$ cat config.mk
export PLATFORM = sky130hd
export DESIGN_NAME = min_max_peak_decimator
export DESIGN_NICKNAME = d
export VERILOG_FILES = /design/src/rtl/mmpd_pkg.sv /design/src/rtl/mmpd_front.sv /design/src/rtl/mmpd_queue.sv /design/src/rtl/mmpd_back.sv /design/src/rtl/min_max_peak_decimator.sv
export VERILOG_INCLUDE_DIRS = /design/src /design/src/rtl
export SDC_FILE = /design/constraint.sdc
export NUM_CORES = 1
export LEC_CHECK = 0
export BUFFER_PORTS_ARGS = -buffer_cell sky130_fd_sc_hd__buf_2
export CAP_MARGIN = 20
export CELL_PAD_IN_SITES_DETAIL_PLACEMENT = 0
export CELL_PAD_IN_SITES_GLOBAL_PLACEMENT = 1
export CORE_MARGIN = 4
export CORE_UTILIZATION = 40
export DETAILED_ROUTE_END_ITERATION = 10
export GPL_TIMING_DRIVEN = 0
export PLACE_DENSITY = 0.67
export SLEW_MARGIN = 20
export SYNTH_ARGS = -nofsm -noshare
export SYNTH_HDL_FRONTEND = slang
export SYNTH_SLANG_ARGS = --single-unit
$ cat constraint.sdc
create_clock -name clk -period 5.3 [get_ports clk]
set_input_delay 1.06 -clock clk [delete_from_list [all_inputs] [get_ports clk]]
set_output_delay 1.06 -clock clk [all_outputs]
set_load 0.01 [all_outputs]
$ cat src/rtl/min_max_peak_decimator_macros.svh
// Assertion helpers shared by the peak decimator RTL
`ifndef MIN_MAX_PEAK_DECIMATOR_MACROS_SVH
`define MIN_MAX_PEAK_DECIMATOR_MACROS_SVH

// Check a consequence in the same cycle as its condition
`define MMPD_ASSERT_NOW(label, clk, rst, cond, cons, msg) \
  label: assert property (@(posedge clk) disable iff (rst) (cond) |-> (cons)) \
    else $error(msg);

// Check a consequence in the cycle after its condition
`define MMPD_ASSERT_NEXT(label, clk, rst, cond, cons, msg) \
  label: assert property (@(posedge clk) disable iff (rst) (cond) |=> (cons)) \
    else $error(msg);

`endif

$ cat src/rtl/mmpd_pkg.sv
package mmpd_pkg;

  localparam int SAMPLE_W    = 16;
  localparam int LEN_W       = 16;
  localparam int POINT_W     = 24;
  localparam int QUEUE_DEPTH = 4;

  // One closed block, ready to be sent as one or two points
  typedef struct packed {
    logic signed [SAMPLE_W-1:0] first_amp;
    logic                       first_is_max;
    logic signed [SAMPLE_W-1:0] second_amp;
    logic                       two_points;
    logic                       eod;
  } block_rec_t;

endpackage

$ cat src/rtl/mmpd_front.sv
`include "min_max_peak_decimator_macros.svh"

module mmpd_front #(
  parameter int BLOCK_BITS = 16
) (
  input  logic                                clk,
  input  logic                                rst,
  input  logic [mmpd_pkg::LEN_W-1:0]          blk_len,
  input  logic                                accept,
  input  logic signed [mmpd_pkg::SAMPLE_W-1:0] sample,
  input  logic                                end_of_data,
  output logic                                rec_push,
  output mmpd_pkg::block_rec_t                rec
);

  localparam int CNT_W = BLOCK_BITS + 1;
  localparam int CMP_W = (CNT_W > mmpd_pkg::LEN_W) ? CNT_W : mmpd_pkg::LEN_W;

  logic [BLOCK_BITS-1:0]                cnt;
  logic signed [mmpd_pkg::SAMPLE_W-1:0] run_max;
  logic signed [mmpd_pkg::SAMPLE_W-1:0] run_min;
  logic [BLOCK_BITS-1:0]                max_pos;
  logic [BLOCK_BITS-1:0]                min_pos;

  logic                                 first;
  logic                                 up_max;
  logic                                 up_min;
  logic signed [mmpd_pkg::SAMPLE_W-1:0] max_next;
  logic signed [mmpd_pkg::SAMPLE_W-1:0] min_next;
  logic [BLOCK_BITS-1:0]                max_pos_next;
  logic [BLOCK_BITS-1:0]                min_pos_next;
  logic [CNT_W-1:0]                     count;
  logic [mmpd_pkg::LEN_W-1:0]           len_eff;
  logic                                 close;
  logic                                 max_first;

  // Fold the new sample into the running extremes; first occurrence wins ties
  always_comb begin
    first        = (cnt == '0);
    up_max       = (sample > run_max);
    up_min       = (sample < run_min);
    max_next     = (first || up_max) ? sample : run_max;
    min_next     = (first || up_min) ? sample : run_min;
    max_pos_next = first ? '0 : (up_max ? cnt : max_pos);
    min_pos_next = first ? '0 : (up_min ? cnt : min_pos);
  end

  // Close the block on end of data, on reaching the length, or on counter overflow
  always_comb begin
    count   = CNT_W'(cnt) + CNT_W'(1);
    len_eff = (blk_len == '0) ? mmpd_pkg::LEN_W'(1) : blk_len;
    close   = end_of_data || (CMP_W'(count) >= CMP_W'(len_eff)) || count[BLOCK_BITS];
  end

  // Order the two extremes by where they first appeared
  always_comb begin
    max_first       = (max_pos_next < min_pos_next);
    rec.first_amp    = max_first ? max_next : min_next;
    rec.first_is_max = max_first;
    rec.second_amp   = max_first ? min_next : max_next;
    rec.two_points   = (max_pos_next != min_pos_next);
    rec.eod          = end_of_data;
    rec_push         = accept && close;
  end

  // Advance the block counter
  always_ff @(posedge clk) begin
    if (rst) begin
      cnt <= '0;
    end else if (accept) begin
      cnt <= close ? '0 : count[BLOCK_BITS-1:0];
    end
  end

  // Hold the running extremes
  always_ff @(posedge clk) begin
    if (accept) begin
      run_max <= max_next;
      run_min <= min_next;
      max_pos <= max_pos_next;
      min_pos <= min_pos_next;
    end
  end

  `MMPD_ASSERT_NEXT(a_close_restarts, clk, rst, rec_push, cnt == '0, "block did not restart")

endmodule

$ cat src/rtl/mmpd_queue.sv
`include "min_max_peak_decimator_macros.svh"

module mmpd_queue #(
  parameter int DEPTH = 4
) (
  input  logic                 clk,
  input  logic                 rst,
  input  logic                 push,
  input  mmpd_pkg::block_rec_t wr_rec,
  output logic                 full,
  input  logic                 pop,
  output mmpd_pkg::block_rec_t rd_rec,
  output logic                 empty
);

  localparam int PTR_W = (DEPTH > 1) ? $clog2(DEPTH) : 1;
  localparam int CNT_W = $clog2(DEPTH + 1);

  mmpd_pkg::block_rec_t  slots [DEPTH];
  logic [PTR_W-1:0]      wr_ptr;
  logic [PTR_W-1:0]      rd_ptr;
  logic [CNT_W-1:0]      count;
  logic                  do_push;
  logic                  do_pop;

  assign full    = (count == CNT_W'(DEPTH));
  assign empty   = (count == '0);
  assign do_push = push && !full;
  assign do_pop  = pop && !empty;
  assign rd_rec  = slots[rd_ptr];

  // Store a request at the write pointer
  always_ff @(posedge clk) begin
    if (do_push) begin
      slots[wr_ptr] <= wr_rec;
    end
  end

  // Advance pointers and track the fill level
  always_ff @(posedge clk) begin
    if (rst) begin
      wr_ptr <= '0;
      rd_ptr <= '0;
      count  <= '0;
    end else begin
      if (do_push) begin
        wr_ptr <= (wr_ptr == PTR_W'(DEPTH - 1)) ? '0 : wr_ptr + PTR_W'(1);
      end
      if (do_pop) begin
        rd_ptr <= (rd_ptr == PTR_W'(DEPTH - 1)) ? '0 : rd_ptr + PTR_W'(1);
      end
      if (do_push && !do_pop) begin
        count <= count + CNT_W'(1);
      end else if (do_pop && !do_push) begin
        count <= count - CNT_W'(1);
      end
    end
  end

  `MMPD_ASSERT_NOW(a_no_overrun, clk, rst, full, !push, "push into full block queue")

endmodule

$ cat src/rtl/mmpd_back.sv
`include "min_max_peak_decimator_macros.svh"

module mmpd_back #(
  parameter int INDEX_BITS = 24
) (
  input  logic                                 clk,
  input  logic                                 rst,
  input  mmpd_pkg::block_rec_t                 q_rec,
  input  logic                                 q_empty,
  output logic                                 q_pop,
  output logic                                 empty,
  input  logic                                 pop,
  output logic [mmpd_pkg::POINT_W-1:0]         point_index,
  output logic signed [mmpd_pkg::SAMPLE_W-1:0] amplitude,
  output logic                                 is_maximum,
  output logic                                 last
);

  mmpd_pkg::block_rec_t                 rec;
  logic                                 rec_valid;
  logic                                 phase;
  logic [INDEX_BITS-1:0]                next_point;
  logic                                 out_valid;

  logic                                 load;
  logic                                 rec_done;
  logic                                 eod_done;
  logic signed [mmpd_pkg::SAMPLE_W-1:0] pt_amp;
  logic                                 pt_is_max;
  logic                                 pt_last;

  // Pick the point of the current block request
  always_comb begin
    pt_amp    = phase ? rec.second_amp : rec.first_amp;
    pt_is_max = phase ? !rec.first_is_max : rec.first_is_max;
    pt_last   = phase || !rec.two_points;
    load      = rec_valid && (!out_valid || pop);
    rec_done  = load && pt_last;
    eod_done  = rec_done && rec.eod;
    q_pop     = !q_empty && (!rec_valid || rec_done);
    empty     = !out_valid;
  end

  // Hold the block request being sent
  always_ff @(posedge clk) begin
    if (q_pop) begin
      rec <= q_rec;
    end
  end

  // Track which point of the request goes out next
  always_ff @(posedge clk) begin
    if (rst) begin
      rec_valid <= 1'b0;
      phase     <= 1'b0;
    end else begin
      if (q_pop) begin
        rec_valid <= 1'b1;
      end else if (rec_done) begin
        rec_valid <= 1'b0;
      end
      if (q_pop || rec_done) begin
        phase <= 1'b0;
      end else if (load) begin
        phase <= 1'b1;
      end
    end
  end

  // Advance the point index; restart it after end of data
  always_ff @(posedge clk) begin
    if (rst) begin
      next_point <= '0;
    end else if (load) begin
      next_point <= (pt_last && rec.eod) ? '0 : next_point + INDEX_BITS'(1);
    end
  end

  // Output register: parts the queue from the result side
  always_ff @(posedge clk) begin
    if (rst) begin
      out_valid <= 1'b0;
    end else if (load) begin
      out_valid <= 1'b1;
    end else if (pop) begin
      out_valid <= 1'b0;
    end
  end

  // Load the next point into the output register
  always_ff @(posedge clk) begin
    if (load) begin
      point_index <= mmpd_pkg::POINT_W'(next_point);
      amplitude   <= pt_amp;
      is_maximum  <= pt_is_max;
      last        <= pt_last;
    end
  end

  `MMPD_ASSERT_NEXT(a_eod_restart, clk, rst, eod_done, next_point == '0, "index did not restart")
  `MMPD_ASSERT_NOW(a_pair_phase, clk, rst, rec_valid && phase, rec.two_points, "bad phase")

endmodule

$ cat src/rtl/min_max_peak_decimator.sv
// Channel  | Request            | Accepted when  | Payload
// ---------+--------------------+----------------+------------------------------------------
// input    | push / full        | push && !full  | sample, end_of_data
// result   | empty / pop        | pop && !empty  | point_index, amplitude, is_maximum, last
// config   | cfg_write          | cfg_write      | block_length
//
// One sample is taken per cycle while full is low. A closing sample's first point
// passes the block queue, the held block request and the output register to the
// result ports; a second point follows once the first is taken. A block never
// yields more points than it has samples, so with pop held high a sample is taken
// every cycle at any block length. A four-entry block queue lets the input run
// while results are stalled; full rises only when it is filled. Reset is synchronous.
module min_max_peak_decimator #(
  parameter int BLOCK_BITS = 16,
  parameter int INDEX_BITS = 24
) (
  input  logic                                 clk,
  input  logic                                 rst,
  input  logic                                 cfg_write,
  input  logic [mmpd_pkg::LEN_W-1:0]           block_length,
  input  logic                                 push,
  output logic                                 full,
  input  logic signed [mmpd_pkg::SAMPLE_W-1:0] sample,
  input  logic                                 end_of_data,
  output logic                                 empty,
  input  logic                                 pop,
  output logic [mmpd_pkg::POINT_W-1:0]         point_index,
  output logic signed [mmpd_pkg::SAMPLE_W-1:0] amplitude,
  output logic                                 is_maximum,
  output logic                                 last
);

  logic [mmpd_pkg::LEN_W-1:0] blk_len;
  logic                       accept;
  logic                       rec_push;
  mmpd_pkg::block_rec_t       front_rec;
  mmpd_pkg::block_rec_t       back_rec;
  logic                       q_empty;
  logic                       q_pop;

  // Hold the block length register
  always_ff @(posedge clk) begin
    if (rst) begin
      blk_len <= mmpd_pkg::LEN_W'(1);
    end else if (cfg_write) begin
      blk_len <= block_length;
    end
  end

  assign accept = push && !full;

  mmpd_front #(
    .BLOCK_BITS (BLOCK_BITS)
  ) u_front (
    .clk         (clk),
    .rst         (rst),
    .blk_len     (blk_len),
    .accept      (accept),
    .sample      (sample),
    .end_of_data (end_of_data),
    .rec_push    (rec_push),
    .rec         (front_rec)
  );

  mmpd_queue #(
    .DEPTH (mmpd_pkg::QUEUE_DEPTH)
  ) u_queue (
    .clk    (clk),
    .rst    (rst),
    .push   (rec_push),
    .wr_rec (front_rec),
    .full   (full),
    .pop    (q_pop),
    .rd_rec (back_rec),
    .empty  (q_empty)
  );

  mmpd_back #(
    .INDEX_BITS (INDEX_BITS)
  ) u_back (
    .clk         (clk),
    .rst         (rst),
    .q_rec       (back_rec),
    .q_empty     (q_empty),
    .q_pop       (q_pop),
    .empty       (empty),
    .pop         (pop),
    .point_index (point_index),
    .amplitude   (amplitude),
    .is_maximum  (is_maximum),
    .last        (last)
  );

endmodule

==> results of run 1 <==
[power groups by stage]
stage | clock (W) | sequential (W) | combinational [W]
2_1_floorplan | 0 | 0.00386 | 0.00135
3_3_place_gp | 0 | 0.00385 | 0.00199
3_5_place_dp | 0 | 0.00384 | 0.00207
4_1_cts | 0.00276 | 0.00379 | 0.00225
5_1_grt | 0.00288 | 0.00383 | 0.00249
6_report | 0.00268 | 0.00378 | 0.00228
[per-layer routing]
metal,vias to the layer above,GRT usage,part of all wire
met1,5393,0.2500,0.47
li1,5213,-,-
met3,47,0.02510,0.042
met2,193,0.2889,0.48
met5,-,0,0
met4,0,0.03801,0.016
[critical path, cell delays in order]
cell,delay [ns]
buf_2,0.15
ha_1,0.31
nor2b_1,0.13
o211ai_1,0.29
a2111oi_4,0.16
or4_4,0.67
buf_4,0.22
nand4_1,0.10
o21ai_1,0.12
ha_1,0.31
nand3_1,0.08
or3_1,0.40
a32o_2,0.28
o21ai_4,0.23
inv_4,0.11
a21o_4,0.26
buf_8,0.19
a311oi_4,0.38
[cells by family after synthesis]
kind of cell             after synthesis
AND/OR/NAND/NOR                      285
XOR/XNOR                              34
buffers and inverters                172
AO/OA/AOI/OAI                        267
multiplexers                          84
flip-flops                           347
adder cells (fa/ha/maj)               73
[final timing paths]
| kind | end | start | depth (start not counted) | slack [ns] |
|---|---|---|---|---|
| max reg2reg | u_queue.slots[0][28] | u_front.run_max[1] | 18 | 0.36 |
| max | u_queue.slots[0][28] | sample[1] | 18 | 0.16 |
| min reg2reg | u_back.point_index[23] | u_back.next_point[23] | 0 | 0.46 |
| min | u_back.point_index[23] | u_back.next_point[23] | 0 | 0.46 |
[cell type report]
type	count	area (µm²)
Tap cell	532	665.6
Inverter	97	367.9
Sequential cell	347	9759
Clock inverter	21	252.7
Multi-Input combinational cell	743	6457
Fill cell	3623	21090
Buffer	70	399.1
Clock buffer	48	1010
Timing Repair Buffer	111	738.2
[stage by stage]
step           instance area [µm²]  worst slack [ns]  hold slack, ns  total power, W  cells
6_report                     19650            0.1584          0.4628        0.008741   1969
5_1_grt                      19650          -0.02222          0.4735        0.009204   1969
4_1_cts                      19460           0.02022          0.4591        0.008797   1957
3_5_place_dp                 17670            -1.626          0.4445        0.005908   1880
3_3_place_gp                 17510            -1.556          0.4426        0.005844   1874
2_1_floorplan                16450          0.007076          0.4238        0.005205   1262
[synthesized netlist by cell type, types with 6 or more instances]
cell type  number  area, µm²
nor2_1         55      206.5
nand4_1        37      231.5
dfxtp_1        66       1321
a221oi_1        6      52.55
a211oi_1       33      247.7
ha_1           72      900.9
mux2_2         17      191.4
edfxtp_1      281       8438
a21oi_1        45      225.2
nand2_1        44      165.2
nor4_1         24      150.1
clkbuf_1       44      165.2
buf_2          16      80.08
mux2i_1        32      320.3
or3_1          11      68.82
a21o_1         25      187.7
o21ai_0        60      300.3
xor2_1         14      122.6
nor3_1         19      95.09
xnor2_1        20      175.2
mux4_2         35      788.3
nand3_1        51      255.2
buf_1           6      22.52
o211ai_1        6      45.04
a221oi_2       10      150.1
and2_1          7      43.79
inv_1          95      356.6
o32ai_1        10      87.58
a41oi_1        21      183.9
a311oi_1       16      140.1
[what timing repair did]
item / in CTS / in global routing
pin swaps: 15 / 25
endpoints found under the setup margin: 132 / 128
hold endpoints to repair: 0 / 0
buffers inserted: 10 / 14
resized for setup: 83 / 40
cloned: 1 / 0
hold buffers: 0 / 0
[state kept, by name, indices dropped and copies added, names as in the netlist]
name	cells
u_queue.slots	140
u_back.rec	35
u_back.next_point	24
u_back.point_index	24
blk_len	16
u_back.amplitude	16
u_front.cnt	16
u_front.max_pos	16
u_front.min_pos	16
u_front.run_max	16
u_front.run_min	16
u_queue.count	3
u_queue.rd_ptr	2
u_queue.wr_ptr	2
u_back.is_maximum	1
u_back.last	1
u_back.out_valid	1
u_back.phase	1
u_back.rec_valid	1
==> flow_metrics.py, run 1 <==
metrics = {
    "synth": {
        "yosys.cell_types.count": 67,
        "yosys.area_share.xor_xnor": 0.01811,
        "largest_family_of_logic_cells_by_synthesized_area": "compound AO/OA/AOI/OAI gates",
        "synth-adder-area-share": 0.05599,
        "post_synth.cell_area_avg_um2": 13.03,
        "async_reset_ff_frac": 0,
        "yosys.area_share.simple": 0.09395,
        "synth_compound_gate_area_share": 0.1162,
        "synth_seq_cells": 347,
        "synth.yosys.warnings": 0,
        "synthesis.area_um2": 16450,
        "yosysSeqAreaShare": 0.5934,
        "synth_mux_area_frac": 0.07904,
        "synth_nets": 1373,
        "synth_enable_flop_cells": 281,
        "top_reg_cell_synth": "edfxtp_1",
        "cell_count_after_synthesis": 1262,
    },
    "drt": {
        "routed-via-count": 10846,
        "routed_wl_mm": 39.17,
        "detail-route-antenna-nets": 0,
        "routedWlPerCell_um": 19.89,
        "via_per_inst": 5.508,
        "drt_pass_1_iters": 5,
        "initialDrtViolationCount": 731,
        "remaining_drc_errors": 0,
    },
    "floorplanning": {
        "fp.dieArea_um2": 44430,
        "chipWidth_um": 210.8,
        "die_h_um": 210.8,
        "row_count": 74,
        "io_pins": 82,
        "floorplan.core_area_um2": 40740,
        "initial_core_util": 0.4037,
    },
    "worst_setup_path": {
        "timing.critical_path.required_ns": 5.62,
        "critical_path.endpoint_type": "flip-flop",
        "startpoint_type": "input pin",
        "timing.critical_path.arrival_ns": 5.46,
        "timing.setup.critical_path_class": "input pin to flip-flop",
        "crit_fanout": 11,
    },
    "pwr": {
        "switching_share": 0.2991,
        "vdd.ir_drop.worst_mv": 0.2318,
        "clockPowerShare": 0.307,
        "internal_portion_of_total_power_w": 0.006126,
        "seq_power_share": 0.433,
        "combinationalPowerShare": 0.261,
        "netSwitchingPower_w": 0.002615,
        "power.leakage_nw": 6.899,
        "powerDensity_nw_per_um2": 444.8,
    },
    "sta": {
        "number_of_max_slew_violations_in_the_final_report": 0,
        "hold_viol": 0,
        "fin_setup_tns_ns": 0,
        "clock.fmax_mhz": 194.5,
        "finalSetupViolCount": 0,
        "fin_skew_ns": 0.01993,
        "final_min_period_over_clock_period": 0.9701,
        "worstMarginPinSlew_ns": 0.9398,
        "finalCriticalPeriod_ns": 5.142,
        "max_slew_margin": 0.3734,
    },
    "clock_tree": {
        "clock-sinks": 347,
        "clkTransAtPathRegs_ns": 0.06,
        "cts_root_buf": "clkbuf_16",
        "cts_inserted_buffers": 38,
        "clock_latency_ns": 0.54,
        "cts_tree": "done",
        "cts_max_path_buffers": 3,
        "htree_num_levels": 2,
    },
    "placed_design": {
        "buffer_ports.inserted": 80,
        "gpl.final_weighted_congestion": 0.8459,
        "place.detailed.hpwl_mm": 27.80,
    },
    "cells_and_area": {
        "nets": 1519,
        "layout-area-overhead-vs-synth_pct": 19.48,
        "final_common_cell": "edfxtp_1",
        "drive_gt1_frac": 0.2359,
        "utilization": 0.4823,
        "antenna_cells_inserted": 0,
        "mostFrequentLayoutCells": "edfxtp_1, inv_1, buf_2, ha_1, dfxtp_1",
    },
    "grt": {
        "pin_count_of_the_biggest_net_entering_global_routing": 43,
        "global_route_wire_length_before_repair_mm": 62.03,
        "first_global_vias": 10857,
        "antenna_found_initial": 0,
        "gr-total-overflow": 0,
        "grt_util_all_layers": 0.1753,
    },
    "status": {
        "status": "completed",
    },
    "min_path": {
        "timing.hold.worst.class": "flip-flop to flip-flop",
    },
    "run": {
        "maxCapViolCount": 0,
    },
}
Power figures use the tool's default switching activity.
==> run 2, diff against run 1 <==
Settings changed: BUFFER_PORTS_ARGS -buffer_cell sky130_fd_sc_hd__buf_2 to unset, DONT_BUFFER_PORTS set to 1, PLACE_DENSITY 0.67 to 0.64.
==> run 2 against run 1 <==
Against the previous run:
- via count shrank 2.4%
- critical path depth unchanged
- power shrank 1.1%
- cell count fell by 3.7%
- cell area shrank 1.8%
- sequential power is 2% higher
- combinational power fell by 6%
- clock skew is 0.0024 ns lower
==> flow_metrics.py, run 2 (synthesis results as in run 1) <==
metrics = {
    "pwr": {
        "netSwitchingPower_w": 0.002586,
        "internal_portion_of_total_power_w": 0.006061,
        "clockPowerShare": 0.306,
        "vdd.ir_drop.worst_mv": 0.1909,
        "switching_share": 0.2991,
        "power.leakage_nw": 6.594,
        "powerDensity_nw_per_um2": 448.3,
        "seq_power_share": 0.446,
        "combinationalPowerShare": 0.248,
        "p_total_w": 0.008648,
    },
    "cells_and_area": {
        "drive_gt1_frac": 0.1949,
        "biggest_register": "u_queue.slots",
        "utilization": 0.4735,
        "largest_reg_flops": 140,
        "final_common_cell": "edfxtp_1",
        "layout.cell_area.non_filler_um2": 19290,
        "antenna_cells_inserted": 0,
        "mostFrequentLayoutCells": "edfxtp_1, inv_1, ha_1, dfxtp_1",
        "reg.largest.list": "u_queue.slots (140), u_back.rec (35)",
        "nets": 1448,
        "layout-area-overhead-vs-synth_pct": 17.28,
    },
    "placed_design": {
        "gpl.final_weighted_congestion": 0.8756,
        "buffer_ports.inserted": 0,
        "placedInstanceArea_um2": 17260,
        "place.detailed.hpwl_mm": 28.07,
    },
    "grt": {
        "grt_util_all_layers": 0.1774,
        "gr-total-overflow": 0,
        "global_route_wire_length_before_repair_mm": 62.15,
        "pin_count_of_the_biggest_net_entering_global_routing": 39,
        "antenna_found_initial": 0,
        "first_global_vias": 10529,
    },
    "sta": {
        "finalCriticalPeriod_ns": 5.091,
        "fin_setup_tns_ns": 0,
        "max_slew_margin": 0.4122,
        "finalSetupViolCount": 0,
        "hold_viol": 0,
        "worstMarginPinSlew_ns": 0.8817,
        "number_of_max_slew_violations_in_the_final_report": 0,
        "fin_skew_ns": 0.01756,
        "final_min_period_over_clock_period": 0.9606,
        "clock.fmax_mhz": 196.4,
    },
    "clock_tree": {
        "cts_inserted_buffers": 38,
        "clock-sinks": 347,
        "clkTransAtPathRegs_ns": 0.06,
        "cts_root_buf": "clkbuf_16",
        "cts_tree": "done",
        "htree_num_levels": 2,
        "clock_latency_ns": 0.55,
        "cts_max_path_buffers": 3,
    },
    "worst_setup_path": {
        "timing.critical_path.arrival_ns": 5.40,
        "crit_fanout": 10,
        "startpoint_type": "input pin",
        "timing.setup.critical_path_class": "input pin to flip-flop",
        "critical_path.endpoint_type": "flip-flop",
        "timing.critical_path.required_ns": 5.60,
    },
    "min_path": {
        "timing.hold.worst.class": "flip-flop to flip-flop",
    },
    "floorplanning": {
        "chipWidth_um": 210.8,
        "fp.dieArea_um2": 44430,
        "die_h_um": 210.8,
        "row_count": 74,
        "io_pins": 82,
        "initial_core_util": 0.4037,
        "floorplan.core_area_um2": 40740,
    },
    "status": {
        "status": "completed",
    },
    "drt": {
        "initialDrtViolationCount": 803,
        "routed-via-count": 10589,
        "routed_wl_mm": 39.37,
        "drt_pass_1_iters": 6,
        "via_per_inst": 5.582,
        "detail-route-antenna-nets": 0,
        "remaining_drc_errors": 0,
        "routedWlPerCell_um": 20.75,
    },
    "run": {
        "maxCapViolCount": 0,
    },
}
run 2: cell type report:
| class | instances | area (µm²) |
|---|---|---|
| clock inverter | 16 | 157.7 |
| buffer | 71 | 392.9 |
| inverter | 97 | 370.4 |
| timing repair buffer | 39 | 380.4 |
| multi-input combinational | 743 | 6476 |
| fill | 3640 | 21450 |
| sequential | 347 | 9759 |
| clock buffer | 52 | 1087 |
| tap | 532 | 665.6 |
run 2: power by group through the flow:
stage                     Combinational (W)  Sequential, W  Clock (W)
after CTS                           0.00203        0.00386    0.00272
after detailed placement            0.00190        0.00392          0
after floorplan                     0.00135        0.00386          0
after global placement              0.00183        0.00392          0
after global routing                0.00237        0.00390    0.00284
final                               0.00215        0.00385    0.00265
run 2: per-stage QoR:
step                      hold WS (ns)  worst slack, ns  std cells
after global placement          0.4449           -1.318       1794
after global routing            0.4825         -0.02557       1897
after detailed placement        0.4423           -1.355       1800
after CTS                       0.4564         -0.01640       1873
after floorplan                 0.4238         0.007076       1262
final                           0.4584           0.2088       1897
run 2: worst paths after layout:
kind / slack, ns / from / cells after the start / end
min reg2reg: 0.46 / u_back.next_point[8] / 0 / u_back.point_index[8]
max reg2reg: 0.22 / u_front.run_max[11] / 20 / u_queue.slots[3][33]
max: 0.21 / sample[7] / 18 / u_queue.slots[3][33]
min: 0.46 / u_back.next_point[8] / 0 / u_back.point_index[8]
run 2: critical path, stage by stage:
cell and delay, ns:
ha_1 0.33, a211oi_2 0.22, o21ai_0 0.13, o21a_2 0.18, or4_4 0.60, buf_8 0.17, clkbuf_4 0.18, nand4_1 0.11
o21ai_2 0.08, ha_1 0.34, nand2_1 0.10, or3_1 0.38, a32o_2 0.28, o21ai_4 0.24, clkinv_4 0.13, a21o_4 0.24
buf_8 0.18, a311oi_4 0.41
run 2: metal layers:
| metal | up-vias | share of wire | global-route usage |
|---|---|---|---|
| li1 | 5067 | - | - |
| met1 | 5230 | 0.46 | 0.2520 |
| met2 | 236 | 0.47 | 0.2801 |
| met3 | 56 | 0.052 | 0.03980 |
| met4 | 0 | 0.018 | 0.04315 |
| met5 | - | 0 | 0 |
run 2: timing repair:
item | 4_1_cts | 5_1_grt
setup buffers | 5 | 28
hold buffers | 0 | 0
setup endpoints to repair | 128 | 128
hold endpoints to repair | 0 | 0
resized for setup | 67 | 53
gates cloned | 0 | 0
pin swaps | 11 | 24
==> run 3, diff against run 2 <==
Settings changed: CELL_PAD_IN_SITES_DETAIL_PLACEMENT 0 to unset, CELL_PAD_IN_SITES_GLOBAL_PLACEMENT 1 to unset, PLACE_DENSITY 0.64 to 0.55.
==> run 3 against run 2 <==
Against the previous run:
- count of clock-buffer cells in the layout fell by 6
- utilization fell by 0.48 points
- first-iteration DRC count rose by 10%
- via count fell by 1.3%
- sequential power barely moved
- hold slack got worse by 0.0033 ns
- clock skew fell by 0.00067 ns
==> flow_metrics.py, run 3 (synthesis results as in run 1) <==
metrics = {
    "cells_and_area": {
        "utilization": 0.4687,
        "reg.largest.list": "u_queue.slots (140), u_back.rec (35)",
        "mostFrequentLayoutCells": "edfxtp_1, inv_1, ha_1, dfxtp_1, o21ai_0",
        "final_common_cell": "edfxtp_1",
        "layout-area-overhead-vs-synth_pct": 16.10,
        "biggest_register": "u_queue.slots",
        "nets": 1434,
        "final_cells": 1883,
        "largest_reg_flops": 140,
        "antenna_cells_inserted": 0,
        "drive_gt1_frac": 0.1858,
        "fillCellCount": 3646,
    },
    "worst_setup_path": {
        "crit_path_max_incr_delay_ns": 0.58,
        "timing.setup.critical_path_class": "input pin to flip-flop",
        "crit_chain": "ha_1 > nor2b_1 > o211ai_1 > a2111oi_4 > or4_4 > buf_4 > buf_2 > nand4_1 > o21ai_1 > ha_1 > a21oi_1 > o21ai_0 > o221ai_2 > o211ai_4 > or3_1 > buf_2 > buf_8 > a311oi_4",
        "critical_path.endpoint_type": "flip-flop",
        "timing.critical_path.arrival_ns": 5.54,
        "ff2ff_path_depth": 19,
        "startpoint_type": "input pin",
        "timing.critical_path.required_ns": 5.60,
        "critical_register_to_register_path_endpoint": "u_queue.slots[3][33]",
        "worstPathBufferInverterCount": 4,
        "crit-reg2reg-launch": "u_front.run_max[1]",
        "crit_family": "compound AO/OA/AOI/OAI gates",
        "crit_fanout": 10,
        "regToRegSetupSlack_ns": 0.09,
        "timing.critical_path.slowest_stage_cell": "or4_4",
    },
    "min_path": {
        "timing.hold.worst.class": "flip-flop to flip-flop",
        "timing.hold.worst_path_depth": 0,
        "hold_start": "u_back.next_point[23]",
        "worstHoldEndpoint": "u_back.point_index[23]",
    },
    "pwr": {
        "power.leakage_nw": 6.506,
        "vdd.ir_drop.worst_mv": 0.1853,
        "powerDensity_nw_per_um2": 447.0,
    },
    "sta": {
        "fin_skew_ns": 0.01689,
        "number_of_max_slew_violations_in_the_final_report": 0,
        "final_min_period_over_clock_period": 0.9880,
        "finalCriticalPeriod_ns": 5.236,
        "finalSetupViolCount": 0,
        "hold_viol": 0,
        "fin_setup_tns_ns": 0,
        "clock.fmax_mhz": 191.0,
        "max_slew_margin": 0.3945,
        "worstMarginPinSlew_ns": 0.9083,
    },
    "status": {
        "status": "completed",
    },
    "drt": {
        "detail-route-antenna-nets": 0,
        "remaining_drc_errors": 0,
        "routed_wl_mm": 38.32,
        "routedWlPerCell_um": 20.35,
        "initialDrtViolationCount": 885,
        "routed-via-count": 10452,
        "via_per_inst": 5.551,
        "drt_pass_1_iters": 4,
    },
    "clock_tree": {
        "holdBufCountCts": 0,
        "cts_inserted_buffers": 38,
        "clkTransAtPathRegs_ns": 0.06,
        "clock-sinks": 347,
        "clock_latency_ns": 0.55,
        "cts_root_buf": "clkbuf_16",
        "htree_num_levels": 2,
        "cts_max_path_buffers": 3,
        "cts_tree": "done",
    },
    "floorplanning": {
        "chipWidth_um": 210.8,
        "die_h_um": 210.8,
        "row_count": 74,
        "io_pins": 82,
        "floorplan.core_area_um2": 40740,
        "fp.dieArea_um2": 44430,
        "initial_core_util": 0.4037,
    },
    "grt": {
        "antenna_found_initial": 0,
        "gr-total-overflow": 0,
        "first_global_vias": 10627,
        "global_route_wire_length_before_repair_mm": 60.50,
        "pin_count_of_the_biggest_net_entering_global_routing": 47,
        "grt_util_all_layers": 0.1718,
    },
    "placed_design": {
        "number_of_cells_in_the_design_after_placement": 1800,
        "buffer_ports.inserted": 0,
        "place.detailed.hpwl_mm": 27.16,
        "gpl.final_weighted_congestion": 0.8730,
    },
    "run": {
        "maxCapViolCount": 0,
    },
}
-- run 3: changes by cell type in the layout (fill, tap and decap cells not counted), moves of 2 or more --
cell,before,now
a211oi_2,6,8
a211oi_4,4,1
a221oi_2,13,16
a221oi_4,2,0
buf_4,33,20
clkbuf_1,39,36
clkbuf_16,41,39
clkbuf_2,7,9
clkbuf_8,2,0
clkinv_2,4,7
clkinvlp_4,0,2
o21ai_0,54,57
-- run 3: final cells by class --
class,count,area (µm²),area share
flip-flops and latches,347,9759,0.5111
multi-input cells,743,6416,0.3360
clock buffers,46,1002,0.05249
well taps,532,665.6,0.03486
plain buffers,73,390.4,0.02044
inverters,97,367.9,0.01926
repair buffers,23,270.3,0.01415
clock inverters,22,222.7,0.01166
-- run 3: repair_timing --
item                       in CTS  in global routing
resized for setup              69                 34
setup endpoints to repair     128                128
pin swaps                       9                 18
setup buffers                   5                 12
-- run 3: how the worst max path moves through the flow --
stage                              startpoint              endpoint  cells past startpoint
final                               sample[1]  u_queue.slots[3][33]                     18
after global routing      u_front.run_max[11]  u_queue.slots[3][33]                     19
after CTS                          sample[15]  u_queue.slots[3][33]                     17
after detailed placement           sample[15]  u_queue.slots[3][26]                     19
after global placement             sample[15]  u_queue.slots[0][28]                     19
after floorplan                    sample[11]  u_queue.slots[0][24]                     19
-- run 3: per-layer routing --
| layer | wire [µm] | share of wire | track usage | vias to the layer above |
|---|---|---|---|---|
| li1 | - | - | - | 5043 |
| met1 | 17650 | 0.46 | 0.2374 | 5133 |
| met2 | 17840 | 0.47 | 0.2770 | 219 |
| met3 | 2040 | 0.053 | 0.04070 | 57 |
| met4 | 794 | 0.021 | 0.04248 | 0 |
| met5 | 0 | 0 | 0 | - |
-- run 3: power breakdown --
group / total [W] / switching, W / leakage (nW) / internal, W
clock network: 0.00263 / 0.00108 / 0.596 / 0.00155
logic: 0.00205 / 0.00127 / 2.72 / 0.000783
registers: 0.00385 / 0.000216 / 3.19 / 0.00364
total: 0.00854 / 0.00257 / 6.51 / 0.00597
-- run 3: stage by stage --
stage | total power, W | area, µm² | setup WS, ns | hold WS (ns)
floorplan | 0.005205 | 16450 | 0.007076 | 0.4238
global placement | 0.005742 | 17110 | -1.258 | 0.4455
detailed placement | 0.005804 | 17270 | -1.403 | 0.4455
CTS | 0.008592 | 18910 | 0.01508 | 0.4589
global route | 0.008992 | 19090 | -0.007655 | 0.4673
finish | 0.008535 | 19090 | 0.06355 | 0.4551
